===== src/rtl/cpr_pkg.sv =====
`timescale 1ns / 1ps

package cpr_pkg;

    localparam int COORD_BITS    = 12;
    localparam int HIST_DEPTH    = 64;
    localparam int HIST_AW       = $clog2(HIST_DEPTH);
    localparam int CNT_BITS      = 6;
    localparam int LIMIT_CAP     = 62;
    localparam int TOL_BITS      = 16;
    localparam int FRAC_BITS     = 8;

    localparam int DIFF_BITS     = COORD_BITS + 1;
    localparam int PROD_BITS     = 2 * COORD_BITS + 1;
    localparam int MUL_A_BITS    = PROD_BITS;
    localparam int MUL_B_BITS    = TOL_BITS + 1;
    localparam int MUL_P_BITS    = MUL_A_BITS + MUL_B_BITS;
    localparam int CMP_BITS      = 2 * COORD_BITS + TOL_BITS + 1;
    localparam int WIDX_BITS     = (CNT_BITS + 1 > HIST_AW) ? CNT_BITS + 1 : HIST_AW;

    localparam int CFG_IDX_BITS  = 2;
    localparam int CFG_DATA_BITS = 16;

    localparam logic [CFG_IDX_BITS-1:0] CFG_SLOPE_TOL = 2'd0;
    localparam logic [CFG_IDX_BITS-1:0] CFG_TEST_LIM  = 2'd1;
    localparam logic [CFG_IDX_BITS-1:0] CFG_AVG_MODE  = 2'd2;

    localparam logic [TOL_BITS-1:0] TOL_RESET   = 16'd3;
    localparam logic [CNT_BITS-1:0] LIMIT_RESET = 6'd8;

    typedef struct packed {
        logic [COORD_BITS-1:0] x;
        logic [COORD_BITS-1:0] y;
    } t_point;

    typedef struct packed {
        t_point pt;
        logic   last_pt;
    } t_result;

    typedef struct packed {
        logic                         en;
        logic signed [MUL_A_BITS-1:0] a;
        logic signed [MUL_B_BITS-1:0] b;
    } t_mul_req;

    typedef enum logic [1:0] {
        PH_EMPTY  = 2'd0,
        PH_ANCHOR = 2'd1,
        PH_RUN    = 2'd2
    } t_phase;

    typedef enum logic [3:0] {
        S_IDLE,
        S_SETUP,
        S_MUL1,
        S_MUL2,
        S_MUL3,
        S_MUL4,
        S_DECIDE,
        S_EMIT_A,
        S_EMIT_B
    } t_state;

endpackage


===== src/rtl/cpr_ram.sv =====
`timescale 1ns / 1ps

module cpr_ram #(
    parameter int WIDTH = 24,
    parameter int DEPTH = 64
) (
    input  logic                     i_clk,
    input  logic                     i_we,
    input  logic [$clog2(DEPTH)-1:0] i_waddr,
    input  logic [WIDTH-1:0]         i_wdata,
    input  logic                     i_re,
    input  logic [$clog2(DEPTH)-1:0] i_raddr,
    output logic [WIDTH-1:0]         o_rdata
);

    logic [WIDTH-1:0] r_mem [DEPTH];
    logic [WIDTH-1:0] r_rdata;

    always_ff @(posedge i_clk) begin
        if (i_we) begin
            r_mem[i_waddr] <= i_wdata;
        end
        if (i_re) begin
            r_rdata <= r_mem[i_raddr];
        end
    end

    assign o_rdata = r_rdata;

endmodule


===== src/rtl/cpr_mul.sv =====
`timescale 1ns / 1ps

module cpr_mul
    import cpr_pkg::*;
(
    input  logic                         i_clk,
    input  t_mul_req                     i_req,
    output logic signed [MUL_P_BITS-1:0] o_prod
);

    logic signed [MUL_P_BITS-1:0] r_prod;

    always_ff @(posedge i_clk) begin
        if (i_req.en) begin
            r_prod <= $signed(i_req.a) * $signed(i_req.b);
        end
    end

    assign o_prod = r_prod;

endmodule


===== src/rtl/collinear_point_reducer.sv =====
`timescale 1ns / 1ps

// Collinear point reducer: takes the points of a 2D outline one transaction at a
// time on the input channel (i_in_valid / o_in_ready) and passes on only the points
// where the outline turns, on the output channel (o_out_valid / i_out_ready).
// The first and last point of each outline always come out; a point flagged
// i_final_point closes the outline. One input may give zero, one or two results;
// o_last_of_run marks the last result of an input.
// The first point of an outline and a lone final point go straight to the emit
// state; the second point of an outline is absorbed while o_in_ready stays high.
// Any later point runs a slope test of four passes through one shared
// multiplier, between a setup state and a decide state; the block is ready
// again once its results, if any, have gone to the output register, as
// o_in_ready is high only while the sequencer is idle.
// A result waits in the output register while the receiver stalls; a new point may
// be accepted meanwhile, and its own results wait until the register is free.
// Reset (synchronous, active low) empties the outline state and the output register
// and loads the register defaults: tolerance 3 (Q8.8), test limit 8, average off.
// The run history needs no clearing: only entries written in the current run are read.
// Configuration writes must be made while no transaction is in flight.

module collinear_point_reducer
    import cpr_pkg::*;
(
    input  logic                     i_clk,
    input  logic                     i_rst_n,
    input  logic                     i_in_valid,
    output logic                     o_in_ready,
    input  logic [COORD_BITS-1:0]    i_point_x,
    input  logic [COORD_BITS-1:0]    i_point_y,
    input  logic                     i_final_point,
    output logic                     o_out_valid,
    input  logic                     i_out_ready,
    output logic [COORD_BITS-1:0]    o_out_x,
    output logic [COORD_BITS-1:0]    o_out_y,
    output logic                     o_outline_end,
    output logic                     o_last_of_run,
    input  logic                     i_cfg_we,
    input  logic [CFG_IDX_BITS-1:0]  i_cfg_index,
    input  logic [CFG_DATA_BITS-1:0] i_cfg_data
);

    t_state                       r_state, n_state;
    t_phase                       r_phase, n_phase;
    t_point                       r_anchor, n_anchor;
    t_point                       r_prev, n_prev;
    logic [CNT_BITS-1:0]          r_run_count, n_run_count;
    logic [TOL_BITS-1:0]          r_tol;
    logic [CNT_BITS-1:0]          r_limit;
    logic                         r_avg;
    t_point                       r_pt, n_pt;
    logic                         r_fin, n_fin;
    logic signed [DIFF_BITS-1:0]  r_dx2, r_dy2, r_dx3, r_dy3;
    logic signed [DIFF_BITS-1:0]  n_dx2, n_dy2, n_dx3, n_dy3;
    logic                         r_eqy, r_eqx, r_zdx, n_eqy, n_eqx, n_zdx;
    logic signed [PROD_BITS-1:0]  r_p1, n_p1;
    logic [PROD_BITS-1:0]         r_cross, n_cross;
    t_result                      r_pend_a, n_pend_a, r_pend_b, n_pend_b;
    logic                         r_two, n_two;
    logic                         r_out_valid, n_out_valid;
    t_result                      r_out, n_out;
    logic                         r_out_last, n_out_last;

    t_mul_req                     mul_req;
    logic signed [MUL_P_BITS-1:0] mul_prod;

    logic                         ram_we, ram_re;
    logic [HIST_AW-1:0]           ram_waddr, ram_raddr;
    t_point                       ram_wdata, ram_rdata;

    logic                         in_fire, out_free;
    logic [CNT_BITS-1:0]          count, limit;
    logic [WIDX_BITS-1:0]         half_idx, next_idx;
    t_point                       mid;
    logic signed [PROD_BITS:0]    diff;
    logic signed [PROD_BITS-1:0]  p_low;
    logic [PROD_BITS-1:0]         abs3;
    logic [CMP_BITS-1:0]          lhs, rhs;
    logic                         same, brk;

    cpr_mul u_mul (
        .i_clk  (i_clk),
        .i_req  (mul_req),
        .o_prod (mul_prod)
    );

    cpr_ram #(
        .WIDTH ($bits(t_point)),
        .DEPTH (HIST_DEPTH)
    ) u_hist (
        .i_clk   (i_clk),
        .i_we    (ram_we),
        .i_waddr (ram_waddr),
        .i_wdata (ram_wdata),
        .i_re    (ram_re),
        .i_raddr (ram_raddr),
        .o_rdata (ram_rdata)
    );

    assign o_in_ready    = (r_state == S_IDLE);
    assign in_fire       = i_in_valid && o_in_ready;
    assign out_free      = !r_out_valid || i_out_ready;
    assign o_out_valid   = r_out_valid;
    assign o_out_x       = r_out.pt.x;
    assign o_out_y       = r_out.pt.y;
    assign o_outline_end = r_out.last_pt;
    assign o_last_of_run = r_out_last;

    // run length of the current test and its history indexes
    assign count    = r_run_count + CNT_BITS'(1);
    assign limit    = (r_limit > CNT_BITS'(LIMIT_CAP)) ? CNT_BITS'(LIMIT_CAP) : r_limit;
    assign half_idx = WIDX_BITS'(count >> 1);
    assign next_idx = WIDX_BITS'(count) + WIDX_BITS'(1);

    assign ram_re    = (r_state == S_IDLE);
    assign ram_raddr = (half_idx > WIDX_BITS'(HIST_DEPTH - 1)) ?
                       HIST_AW'(HIST_DEPTH - 1) : half_idx[HIST_AW-1:0];

    assign mid   = (r_avg && (r_run_count != '0)) ? ram_rdata : r_prev;
    assign p_low = mul_prod[PROD_BITS-1:0];
    assign diff  = $signed({r_p1[PROD_BITS-1], r_p1}) - $signed({p_low[PROD_BITS-1], p_low});
    assign abs3  = p_low[PROD_BITS-1] ? PROD_BITS'(-p_low) : PROD_BITS'(p_low);
    assign lhs   = CMP_BITS'({r_cross, {FRAC_BITS{1'b0}}});
    assign rhs   = mul_prod[CMP_BITS-1:0];
    assign same  = r_eqy || r_eqx || (!r_zdx && (lhs <= rhs));
    assign brk   = !same || (count > limit);

    always_ff @(posedge i_clk) begin
        if (!i_rst_n) begin
            r_state     <= S_IDLE;
            r_phase     <= PH_EMPTY;
            r_run_count <= '0;
            r_anchor    <= '0;
            r_prev      <= '0;
            r_out_valid <= 1'b0;
            r_tol       <= TOL_RESET;
            r_limit     <= LIMIT_RESET;
            r_avg       <= 1'b0;
        end else begin
            r_state     <= n_state;
            r_phase     <= n_phase;
            r_run_count <= n_run_count;
            r_anchor    <= n_anchor;
            r_prev      <= n_prev;
            r_out_valid <= n_out_valid;
            if (i_cfg_we) begin
                case (i_cfg_index)
                    CFG_SLOPE_TOL: r_tol   <= i_cfg_data[TOL_BITS-1:0];
                    CFG_TEST_LIM:  r_limit <= i_cfg_data[CNT_BITS-1:0];
                    CFG_AVG_MODE:  r_avg   <= i_cfg_data[0];
                    default: ;
                endcase
            end
        end
        r_pt       <= n_pt;
        r_fin      <= n_fin;
        r_dx2      <= n_dx2;
        r_dy2      <= n_dy2;
        r_dx3      <= n_dx3;
        r_dy3      <= n_dy3;
        r_eqy      <= n_eqy;
        r_eqx      <= n_eqx;
        r_zdx      <= n_zdx;
        r_p1       <= n_p1;
        r_cross    <= n_cross;
        r_pend_a   <= n_pend_a;
        r_pend_b   <= n_pend_b;
        r_two      <= n_two;
        r_out      <= n_out;
        r_out_last <= n_out_last;
    end

    always_comb begin
        n_state     = r_state;
        n_phase     = r_phase;
        n_anchor    = r_anchor;
        n_prev      = r_prev;
        n_run_count = r_run_count;
        n_pt        = r_pt;
        n_fin       = r_fin;
        n_dx2       = r_dx2;
        n_dy2       = r_dy2;
        n_dx3       = r_dx3;
        n_dy3       = r_dy3;
        n_eqy       = r_eqy;
        n_eqx       = r_eqx;
        n_zdx       = r_zdx;
        n_p1        = r_p1;
        n_cross     = r_cross;
        n_pend_a    = r_pend_a;
        n_pend_b    = r_pend_b;
        n_two       = r_two;
        n_out       = r_out;
        n_out_last  = r_out_last;
        n_out_valid = r_out_valid && !i_out_ready;
        mul_req     = '0;
        ram_we      = 1'b0;
        ram_waddr   = '0;
        ram_wdata   = r_pt;

        case (r_state)
            S_IDLE: begin
                if (in_fire) begin
                    n_pt.x = i_point_x;
                    n_pt.y = i_point_y;
                    n_fin  = i_final_point;
                    case (r_phase)
                        PH_ANCHOR: begin
                            if (i_final_point) begin
                                n_pend_a = '{pt: n_pt, last_pt: 1'b1};
                                n_two    = 1'b0;
                                n_phase  = PH_EMPTY;
                                n_state  = S_EMIT_A;
                            end else begin
                                n_prev      = n_pt;
                                n_run_count = '0;
                                n_phase     = PH_RUN;
                                ram_we      = 1'b1;
                                ram_waddr   = HIST_AW'(1);
                                ram_wdata   = n_pt;
                            end
                        end
                        PH_RUN: begin
                            n_state = S_SETUP;
                        end
                        default: begin
                            n_pend_a = '{pt: n_pt, last_pt: i_final_point};
                            n_two    = 1'b0;
                            n_state  = S_EMIT_A;
                            if (i_final_point) begin
                                n_phase = PH_EMPTY;
                            end else begin
                                n_anchor    = n_pt;
                                n_run_count = '0;
                                n_phase     = PH_ANCHOR;
                            end
                        end
                    endcase
                end
            end
            S_SETUP: begin
                n_dx2   = $signed({1'b0, mid.x} - {1'b0, r_anchor.x});
                n_dy2   = $signed({1'b0, mid.y} - {1'b0, r_anchor.y});
                n_dx3   = $signed({1'b0, r_pt.x} - {1'b0, r_anchor.x});
                n_dy3   = $signed({1'b0, r_pt.y} - {1'b0, r_anchor.y});
                n_eqy   = (r_anchor.y == mid.y) && (mid.y == r_pt.y);
                n_eqx   = (r_anchor.x == mid.x) && (mid.x == r_pt.x);
                n_zdx   = (mid.x == r_anchor.x) || (r_pt.x == r_anchor.x);
                n_state = S_MUL1;
            end
            S_MUL1: begin
                mul_req = '{en: 1'b1, a: MUL_A_BITS'(r_dy2), b: MUL_B_BITS'(r_dx3)};
                n_state = S_MUL2;
            end
            S_MUL2: begin
                mul_req = '{en: 1'b1, a: MUL_A_BITS'(r_dy3), b: MUL_B_BITS'(r_dx2)};
                n_p1    = p_low;
                n_state = S_MUL3;
            end
            S_MUL3: begin
                mul_req = '{en: 1'b1, a: MUL_A_BITS'(r_dx2), b: MUL_B_BITS'(r_dx3)};
                n_cross = diff[PROD_BITS] ? PROD_BITS'(-diff) : PROD_BITS'(diff);
                n_state = S_MUL4;
            end
            S_MUL4: begin
                mul_req = '{en: 1'b1, a: $signed(abs3), b: $signed({1'b0, r_tol})};
                n_state = S_DECIDE;
            end
            S_DECIDE: begin
                n_prev = r_pt;
                ram_we = 1'b1;
                if (brk) begin
                    n_anchor    = r_prev;
                    n_run_count = '0;
                    ram_waddr   = HIST_AW'(1);
                    n_pend_a    = '{pt: r_prev, last_pt: 1'b0};
                    n_pend_b    = '{pt: r_pt, last_pt: 1'b1};
                    n_two       = r_fin;
                end else begin
                    n_run_count = count;
                    ram_we      = (next_idx < WIDX_BITS'(HIST_DEPTH));
                    ram_waddr   = next_idx[HIST_AW-1:0];
                    n_pend_a    = '{pt: r_pt, last_pt: 1'b1};
                    n_two       = 1'b0;
                end
                if (r_fin) begin
                    n_phase = PH_EMPTY;
                end
                n_state = (brk || r_fin) ? S_EMIT_A : S_IDLE;
            end
            S_EMIT_A: begin
                if (out_free) begin
                    n_out_valid = 1'b1;
                    n_out       = r_pend_a;
                    n_out_last  = !r_two;
                    n_state     = r_two ? S_EMIT_B : S_IDLE;
                end
            end
            S_EMIT_B: begin
                if (out_free) begin
                    n_out_valid = 1'b1;
                    n_out       = r_pend_b;
                    n_out_last  = 1'b1;
                    n_state     = S_IDLE;
                end
            end
            default: begin
                n_state = S_IDLE;
            end
        endcase
    end

endmodule


===== config.mk =====
export PLATFORM = sky130hd
export DESIGN_NAME = collinear_point_reducer
export DESIGN_NICKNAME = d
export VERILOG_FILES = /design/src/rtl/cpr_pkg.sv /design/src/rtl/cpr_ram.sv /design/src/rtl/cpr_mul.sv /design/src/rtl/collinear_point_reducer.sv
export SDC_FILE = /design/constraint.sdc
export NUM_CORES = 2
export LEC_CHECK = 0
export BUFFER_PORTS_ARGS = -buffer_cell sky130_fd_sc_hd__buf_2
export CORE_MARGIN = 2
export CORE_UTILIZATION = 35
export DETAILED_ROUTE_END_ITERATION = 6
export GPL_TIMING_DRIVEN = 0
export PLACE_DENSITY_LB_ADDON = 0.08
export SYNTH_ARGS = -nofsm -noshare
export SYNTH_HDL_FRONTEND = slang
export SYNTH_SLANG_ARGS = --single-unit
export TNS_END_PERCENT = 50

===== constraint.sdc =====
create_clock -name i_clk -period 20.6 [get_ports i_clk]
set_clock_uncertainty 0.2 [all_clocks]
set_input_delay 1.03 -clock i_clk [delete_from_list [all_inputs] [get_ports i_clk]]
set_output_delay 1.03 -clock i_clk [all_outputs]
set_load 0.02 [all_outputs]

==> run summary <==
status: complete, but fails checks
failing checks: max-capacitance violations, max-slew violations
crit path kind: register to register
Rows: 156
sequential cell area fraction in the yosys report: 0.518
Yosys warning count: 0
top cells by count, synth: edfxtp_1, inv_1, nand2_1, nor2_1, fa_1
Most Frequent Cell on Critical Path: fa_1
Critical R2R Capture: u_mul.o_prod[39]
Peak VDD IR: 0.000169 V
CP max stage delay: 870 ps
Die Width: 430 um
RSZ-0062 raised after global routing: no
RePlAce Congestion: 0.904
Post-synth EDFFs: 1039
Worst-path clk slew: 60 ps
drt first-iter violations: 3286
synth unique cells: 89
Final #Nets: 5936
CTS Buf Count: 130
via-per-instance ratio: 5.24
RR Startpoint: u_mul.o_prod[0]
placed wire-length estimate: 162000 um
WHS: 258 ps
DRC Markers: 0
crit end category: register
r2r setup slk: 9770 ps
Die Y-Extent: 430 um
Clk Latency, worst-skew pair: 770 ps
PostCTS Resize Cnt: 0
Clock Sink Count: 1123
FMAX: 92.3 MHz
minimum clock period: 10830 ps
CTS tree: done
first drt pass iteration count: 6
ANT nets after route: 0
GRT Util Overall: 0.228
largest net degree at the start of global routing: 34
FFs w/ async S/R, synth: 0
Arr. time, crit path: 11150 ps
crit start category: register
Gate Count Post-Synth: 4952
Core ar.: 180000 um2
drt wl/cell: 27.2 um
Fin. Hold Viols: 0
Avg Cell Area, Syn: 12.8 um2
die area: 185000 um2
setup tns final: 0 ps
fin. max-slew vios: 4
Post-Syn Nets: 5625
power per cell area: 161 nW/um2
most common cell in the netlist: edfxtp_1
post-route clock period utilization: 0.526
Post-CTS Hold Fix Bufs: 0
Max Buffers Root-to-Sink: 3
Port Buffers: 74
Root Driver: clkbuf_16
Worst EP required: 20920 ps
Max Cap Viol: 2
total grt overflow: 0
top cells by area, synth: edfxtp_1, fa_1, mux4_2, ha_1, inv_1
Relative slew margins: -0.102
Leak: 27.4 nW
Total Routed Length: 210000 um
hold crit path type: register to register
Initial Util: 0.352
synthesized cell area: 63400 um2
IO Pins: 76
antenna violations before repair: 7
Max FO, Critical Path: 10
main flop type after synthesis: edfxtp_1
post-CTS setup buffer count: 0
Hold Crit Start: u_mul.o_prod[19]
Yosys reg bits: 1123
Critical path destination: u_mul.o_prod[39]
Final setup viols: 0
Synth top area share: 0.492
number of global-route vias before repair: 41800
first-pass GRT wire length: 303000 um
final worst-path setup slack: 9770 ps
Setup crit start: u_mul.o_prod[0]
cells on worst reg2reg path: 29
Area growth syn-to-layout: 15.0%
Crit-path slowest cell: o21ai_0
H-Tree Depth: 4
DR vias: 40500
worst slack, placed: 9730 ps
Worst Max-Slew Pin Slew: 1640 ps
proportion of layout cells with a drive suffix above 1: 0.136
Synth area leader: edfxtp_1
-- worst max-delay path: cells and delay by family, from the launching register on --
kind / cells / cell delay (ps)
AND/OR/NAND/NOR: 8 / 2340
buffers and inverters: 6 / 950
AO/OA/AOI/OAI: 5 / 2380
XOR/XNOR: 1 / 390
adder cells (fa/ha/maj): 8 / 3560
flip-flops: 1 / 560
multiplexers: 1 / 190
-- through the flow --
stage	power, W	cells	cell area, um2	util
floorplan	0.00718	4952	63400	-
global placement	0.00946	7396	66800	0.370
detailed placement	0.00950	7499	68600	0.380
CTS	0.0119	7728	72900	0.404
global route	0.0126	7731	72900	0.404
finish	0.0118	7732	72900	0.404
-- worst min-delay path by stage --
stage	cells after the start	end
global route	1	r_pt[20]
detailed placement	0	r_p1[19]
global placement	2	r_tol[7]
floorplan	0	r_p1[15]
CTS	1	r_pt[20]
finish	0	r_p1[19]
-- cell families (layout without fill, tap and decap cells) --
family          after synthesis  in the layout  share of synthesized area
buf+inv                     823           1231                     0.0494
compound gates              622            622                     0.0664
xor+xnor                    151            151                     0.0209
mux                         269            269                     0.0812
simple gates               1339           1339                     0.0913
fa+ha+maj                   625            625                      0.172
flops                      1123           1123                      0.518
other cells                   0              2                          0
-- report_power, final --
part / internal [W] / total, W / leakage, nW / switching, W
registers: 0.00303 / 0.00320 / 10.1 / 0.000177
logic: 0.00219 / 0.00620 / 15.2 / 0.00401
clock network: 0.00140 / 0.00236 / 2.08 / 0.000956
total: 0.00662 / 0.0118 / 27.4 / 0.00514
-- registers in the layout (all words and copies together) (netlist names), 25 cells and up --
| signal | flops |
|---|---|
| u_hist.r_mem | 768 |
| u_mul.o_prod | 41 |
| r_p1 | 25 |
| r_cross | 25 |
| r_pend_a | 25 |
-- layer usage --
layer | track usage | up-vias | wire length, um
met5 | 0 | - | 0
met4 | 0.0969 | 0 | 9620
met3 | 0.0262 | 305 | 7960
met2 | 0.397 | 1057 | 106000
met1 | 0.288 | 21100 | 86100
li1 | - | 18100 | -
-- layout make-up --
cell class / count / area (um2)
clock inverter: 74 / 888
multi-input combinational: 3006 / 27900
antenna: 2 / 5.00
tap: 2370 / 2970
timing repair buffer: 179 / 1770
inverter: 603 / 2260
clock buffer: 155 / 3410
buffer: 220 / 868
fill: 17100 / 107000
sequential: 1123 / 32900
-- cells in the final DEF (no fill, tap or decap), drive strengths merged, types with 52 or more instances in the layout --
cell	netlist	layout
mux4	192	192
xnor2	110	110
clkbuf	191	347
nand2	593	593
o21ai	154	154
nor2	417	417
fa	415	415
a21oi	111	111
dfxtp	84	84
a311oi	52	52
edfxtp	1039	1039
ha	210	210
nand3	78	78
inv	601	610
buf	28	206
a21o	54	54
No activity file was read; power rests on OpenSTA's default activity.
